$ cat src/hdl/led_matrix_bit_plane_scanner_defines.svh
// Assertion macros for the LED matrix scanner.
// Each property is checked on the rising clock edge and is disabled while reset is active.
`ifndef LED_MATRIX_BIT_PLANE_SCANNER_DEFINES_SVH
`define LED_MATRIX_BIT_PLANE_SCANNER_DEFINES_SVH

`ifndef ASSERT_OFF
`define LMBPS_ASSERT(label, clk, rst_n, prop, msg) \
	label: assert property (@(posedge clk) disable iff (!rst_n) (prop)) else $error(msg);
`define LMBPS_ASSERT_IMP(label, clk, rst_n, ante, cons, msg) \
	label: assert property (@(posedge clk) disable iff (!rst_n) (ante) |-> (cons)) \
		else $error(msg);
`define LMBPS_ASSERT_NXT(label, clk, rst_n, ante, cons, msg) \
	label: assert property (@(posedge clk) disable iff (!rst_n) (ante) |=> (cons)) \
		else $error(msg);
`else
`define LMBPS_ASSERT(label, clk, rst_n, prop, msg)
`define LMBPS_ASSERT_IMP(label, clk, rst_n, ante, cons, msg)
`define LMBPS_ASSERT_NXT(label, clk, rst_n, ante, cons, msg)
`endif

`endif

$ cat src/hdl/lmbps_pkg.sv
`timescale 1ns / 1ps

package lmbps_pkg;

	localparam int ROWS_DEF        = 4;
	localparam int COLUMNS_DEF     = 6;
	localparam int PLANE_COUNT_DEF = 4;
	localparam int CHANNELS        = 3;

	localparam int OPCODE_W  = 1;
	localparam int ROW_W     = 2;
	localparam int COL_W     = 3;
	localparam int COLOUR_W  = 2;
	localparam int VALUE_W   = 4;
	localparam int COUNT_W   = 8;
	localparam int MASK_W    = 8;
	localparam int PLANE_W   = 3;
	localparam int MISSED_W  = 16;
	localparam int PIX_SEL_W = $clog2(VALUE_W);

	localparam logic [MISSED_W-1:0] MISSED_MAX = '1;
	localparam logic [MASK_W-1:0]   ANODES_OFF = '1;

	typedef enum logic [OPCODE_W-1:0] {
		OP_WRITE = 1'b0,
		OP_TICK  = 1'b1
	} opcode_t;

	typedef struct packed {
		logic wr_en;
		logic rd_en;
	} store_ctl_t;

endpackage

$ cat src/hdl/lmbps_store.sv
`timescale 1ns / 1ps

module lmbps_store import lmbps_pkg::*; #(
	parameter int DEPTH = ROWS_DEF * COLUMNS_DEF * CHANNELS,
	localparam int AW = $clog2(DEPTH)
) (
	input  logic               clk,
	input  logic               arst_n,
	input  store_ctl_t         ctl,
	input  logic [AW-1:0]      wr_addr,
	input  logic [VALUE_W-1:0] wr_data,
	input  logic [AW-1:0]      rd_addr,
	output logic [VALUE_W-1:0] rd_data
);

	logic [VALUE_W-1:0] mem_q [DEPTH];
	logic [DEPTH-1:0]   valid_q;
	logic [VALUE_W-1:0] rd_data_q;
	logic               rd_valid_q;

	always_ff @(posedge clk) begin
		if (ctl.wr_en) begin
			mem_q[wr_addr] <= wr_data;
		end
		if (ctl.rd_en) begin
			rd_data_q <= mem_q[rd_addr];
		end
	end

	// An entry never written since reset reads as dark.
	always_ff @(posedge clk or negedge arst_n) begin
		if (!arst_n) begin
			valid_q    <= '0;
			rd_valid_q <= 1'b0;
		end else begin
			if (ctl.wr_en) begin
				valid_q[wr_addr] <= 1'b1;
			end
			if (ctl.rd_en) begin
				rd_valid_q <= valid_q[rd_addr];
			end
		end
	end

	assign rd_data = rd_valid_q ? rd_data_q : '0;

endmodule

$ cat config.mk
export PLATFORM = sky130hd
export DESIGN_NAME = lmbps_store
export DESIGN_NICKNAME = d
export VERILOG_FILES = /design/src/hdl/led_matrix_bit_plane_scanner_defines.svh /design/src/hdl/lmbps_pkg.sv /design/src/hdl/lmbps_store.sv
export SDC_FILE = /design/constraint.sdc
export NUM_CORES = 1
export LEC_CHECK = 0
export ABC_CLOCK_PERIOD_IN_PS = 2900
export CAP_MARGIN = 40
export CORE_ASPECT_RATIO = 1.75
export CORE_MARGIN = 2
export CORE_UTILIZATION = 40
export DETAILED_ROUTE_END_ITERATION = 6
export DONT_BUFFER_PORTS = 1
export GPL_ROUTABILITY_DRIVEN = 0
export HOLD_SLACK_MARGIN = 0.1
export PLACE_DENSITY = 0.53
export SLEW_MARGIN = 10
export SYNTH_ARGS = -nofsm -noshare
export SYNTH_HDL_FRONTEND = slang
export SYNTH_SLANG_ARGS = --single-unit
$ cat constraint.sdc
create_clock -name clk -period 2.9 [get_ports clk]
set_clock_uncertainty 0.1 [all_clocks]
set_input_delay 0.145 -clock clk [delete_from_list [all_inputs] [get_ports clk]]
set_output_delay 0.145 -clock clk [all_outputs]
set_load 0.005 [all_outputs]
# After elaboration in Yosys (flattened, before gate mapping)
# Memories as Yosys holds them, arrays and structs flattened. A register that Yosys moved wholly into a read port is not among the register bits.
# Cells that the tools add are included.
# op_classes
n_reduce_logical	1
n_mux	7
magnitude_cmp	3
n_bitwise	1
# op_table
cell	n
72-bit bitwise OR	1
7-bit by 8-bit less-than comparator with 1-bit output, second input constant	2
1-bit binary-select mux with 7-bit select	1
1-bit demux with 7-bit select	1
7-bit by 1-bit greater-or-equal comparator with 1-bit output, second input constant	1
1-bit two-way mux	4
4-bit two-way mux	1
1-bit logical AND	1
# word_totals
regBits	73
mem_bits_rw	288
output_inout_bits	4
inputBits	22
memories	1
# mem_list
memory	words	word_bits	read_ports	rd_ports_with_merged_regs	wr	line	rtl
mem_q	72	4	1	1	1	lmbps_store.sv:16	logic [VALUE_W-1:0] mem_q [DEPTH];

# Logic depth before layout (Yosys ltp)
# depth
depth_word	5
depth_mapped	10
depth_no_buf	5

# Worst setup path before layout
# No wires, ideal clock.
# synth_path
path_type	input -> register
from	in rd_addr[1]
to	reg rd_data_q[2], read port of mem_q, data pin
t_arrival_ns	1.928
path_stages	8
required_ns	2.541
slack_ns	0.613
path_buffers	4
setup_ns	0.259
cell_sequence	buf_2 -> buf_4 -> buf_2 -> buf_2 -> mux4_2 -> a211oi_1 -> a311oi_1 -> a211o_1
# synth_rtl
item	line	rtl
from (decl)	lmbps_store.sv:12	input logic [AW-1:0] rd_addr,
to (decl)	lmbps_store.sv:18	logic [VALUE_W-1:0] rd_data_q;

==> summary.md <==
| Metric | Value |
|---|---|
| Largest net degree at the start of global routing | `approximately 90` |
| Worst slew pin tran | `0.8211 ns` |
| Aggregate global routing overflow | `0` |
| Clock Path Buffers | `3` |
| Initial DRC count | `420` |
| Vias in the first global route | `7738` |
| Starting Density | `40.40%` |
| Fin Setup TNS | `0 ns` |
| Placeable Area | `35910 um^2` |
| Vias | `approximately 7100` |
| DRC | `0` |
| Post-Place Cells | `about 1200` |
| Cell mode on critical path | `mux4_2` |
| Worst-skew pair later-pin latency | `0.52 ns` |
| Syn_nets | `just under 800` |
| Pre-antenna DRT Iters | `5` |
| Fmax | `approximately 350 MHz` |
| First-pass GRT wire length | `approximately 51 mm` |
| CTS H-tree depth | `2` |
| Clk slew on worst S/H paths | `0.07 ns` |
| Status | `completed` |
| Worst setup EP type | `flip-flop` |
| Sequential fraction of the synthesis area | `approximately 73%` |
| # setup viols final | `0` |
| Part of the cycle the worst path needs | `97.58%` |
| Fillers | `~3100` |
| Max-capacitance violation count | `0` |
| Reg2Reg Launch Point | `mem_q[39][1]$_DFFE_PP_` |
| Synth-to-layout area growth | `12.63%` |
| Mean Syn Cell Area | `slightly below 20 um^2` |
| Cells after Synth | `750` |
| IO Port Bufs | `0` |
| Initial antenna violation count | `2` |
| Most frequent cells in the layout | `edfxtp_1, mux4_2, nor2_1` |
| Final WL | `between 30 and 40 mm` |
| Total track usage | `18.51%` |
| Worst-path fanout max | `1` |
| Top Ports | `26` |
| Leak Pwr | `roughly 0.0056 uW` |
| Final ANT Viol Nets | `0` |
| Row count | `92` |
| Worst EP arrival | `~3 ns` |
| RSZ-0062 raised after global routing | `no` |
| Total of warnings raised by yosys | `0` |
| Reg2reg path depth | `5` |
| Asr flop ratio synth | `around a fifth` |
| Most common cell after layout, fill and taps aside | `edfxtp_1` |
| Clock root buffer | `clkbuf_16` |
| Max IR drop VDD | `429.1 uV` |
| Critical-path cell list | `mux4_2 > mux4_2 > a22o_1 > dlygate4sd3_1 > or3_1` |
| Routed len/inst | `about 27 um` |
| R2R Path End | `rd_data_q[1]$_DFFE_PP_` |
| Final nets | `about 810` |
| Synth Register Bits | `365` |
| Relative slew slack | `44.84%` |
| Post-DP HPWL | `~21 mm` |
| Post-CTS Setup Bufs | `0` |
| Post-synth EDFFs | `slightly below 300` |
| Num CTS Buffers | `34` |
| Clock Sinks | `roughly 370` |
| Setup slack, reg-to-reg | `between 0.07 and 0.08 ns` |
| Non-filler instance count after layout | `~1300` |
| Worst Setup Start Kind | `flip-flop` |
| Crit path kind | `flip-flop to flip-flop` |
| Hold EP | `mem_q[31][0]$_DFFE_PP_` |
| Vias per cell | `around 5.5` |
| Final Max Slew Viols | `0` |
| Primary FF master, synth | `edfxtp_1` |
| Hold Fails Final Rpt | `0` |
| Crit-path max cell delay | `0.54 ns` |
| Mapped cell area | `14510 um^2` |
| CTS tree | `built` |
| Worst endpoint required time | `3.06 ns` |
| Share of layout cells above drive strength 1 | `around 30%` |
| Die H | `between 200 and 300 um` |
| Multi-input logic area | `about 3700 um^2` |
| CP max-delay cell | `dlygate4sd3_1` |
| Worst hold path type | `input pin to flip-flop` |
| Fin crit period | `2.830 ns` |
| Unique masters post-synth | `37` |
| Reg area | `10600 um^2` |
| Die Span X | `~150 um` |
| Worst Hold Launch | `wr_addr[4]` |
| Die area | `between 30000 and 40000 um^2` |
| Cell Pwr Density | `~660 nW/um^2` |
| Hold path depth | `3` |
[sequential cells by signal (all words and copies together) (netlist names)]
name	flops
mem_q	288
rd_data_q	4
rd_valid_q	1
valid_q	72
[power by group]
group	switching (uW)	internal (uW)
Combinational	300	356
Clock	1920	2310
Sequential	73.1	5820
Total	2290	8490
[worst max-delay path by stage]
stage / startpoint / to / slack, ns / depth (start not counted)
floorplan: rd_addr[1] / rd_data_q[2]$_DFFE_PP_ / 0.61 / 8
global placement: mem_q[23][3]$_DFFE_PP_ / rd_data_q[3]$_DFFE_PP_ / 0.60 / 5
detailed placement: mem_q[23][3]$_DFFE_PP_ / rd_data_q[3]$_DFFE_PP_ / 0.55 / 5
CTS: mem_q[39][1]$_DFFE_PP_ / rd_data_q[1]$_DFFE_PP_ / 0.06 / 5
global route: mem_q[39][2]$_DFFE_PP_ / rd_data_q[2]$_DFFE_PP_ / 0.002 / 6
finish: mem_q[39][1]$_DFFE_PP_ / rd_data_q[1]$_DFFE_PP_ / 0.07 / 5
[metal layers]
metal / routed length, um / up-vias / part of all wire [%] / global-route usage [%]
met3: 1672 / 56 / 4.9 / 3.173
met2: 18440 / 188 / 54 / 33.14
li1: - / 3029 / - / -
met1: 13040 / 3809 / 38 / 22.42
met5: 0 / - / 0 / 0
met4: 1112 / 0 / 3.2 / 6.455
[repair_timing]
action	CTS	global route
hold buffers	29	0
gates resized for setup	0	0
endpoints found under the hold margin	410	0
[cell families (layout without fill, tap and decap cells)]
| logic type | count (synthesis) | count (layout) | share of synthesized area (%) |
|---|---|---|---|
| simple gates | 203 | 203 | 7.131 |
| mux | 125 | 125 | 17.31 |
| other cells | 0 | 2 | 0 |
| flops | 365 | 365 | 73.02 |
| buf+inv | 37 | 96 | 1.414 |
| compound gates | 20 | 20 | 1.121 |
[cell usage after synthesis (all sizes together), types with 2 or more instances]
library cell	instances	area [um^2]
nand4	3	18.77
edfxtp	292	8768
and2	4	25.02
nand3	8	40.04
a211oi	6	45.04
nand2b	2	12.51
a2111oi	3	26.28
inv	3	11.26
clkbuf	10	37.54
nor2b	10	62.56
mux4	100	2252
nand2	13	48.80
mux2i	17	170.2
buf	24	156.4
or3	2	12.51
a22o	2	17.52
or2	74	462.9
dfrtp	73	1827
nor3b	2	15.01
nor3	5	25.02
mux2	8	90.09
nor2	77	289.0
[metrics by stage]
step                util (%)  hold slack [ns]  setup WS [ns]  cell area [um^2]  power, uW
CTS                    45.49           0.1056        0.05844             16340      10900
finish                 45.51           0.1315        0.07031             16340      10780
floorplan                  -          -0.2506         0.6131             14510       6441
global route           45.51           0.1434       0.001911             16340      11120
global placement       41.58          -0.2473         0.6049             14930       6489
detailed placement     41.58          -0.2475         0.5518             14930       6508
[area by class of cell]
cell class | count | share of cell area (%)
clock inverter | 18 | 0.7579
inverter | 3 | 0.06890
sequential | 365 | 64.83
tap | 470 | 3.598
timing repair buffer | 33 | 2.496
clock buffer | 42 | 5.520
multi-input combinational | 348 | 22.70
antenna | 2 | 0.03062
[worst max-delay path, delay by kind of cell, from the launching register on]
family | cells | cell delay (ns)
DFF | 1 | 0.37
and+or+nand+nor | 1 | 0.32
buffers and inverters | 1 | 0.54
AOI/OAI and AO/OA | 1 | 0.23
muxes | 2 | 1.00
No activity file was read; power rests on OpenSTA's default activity.
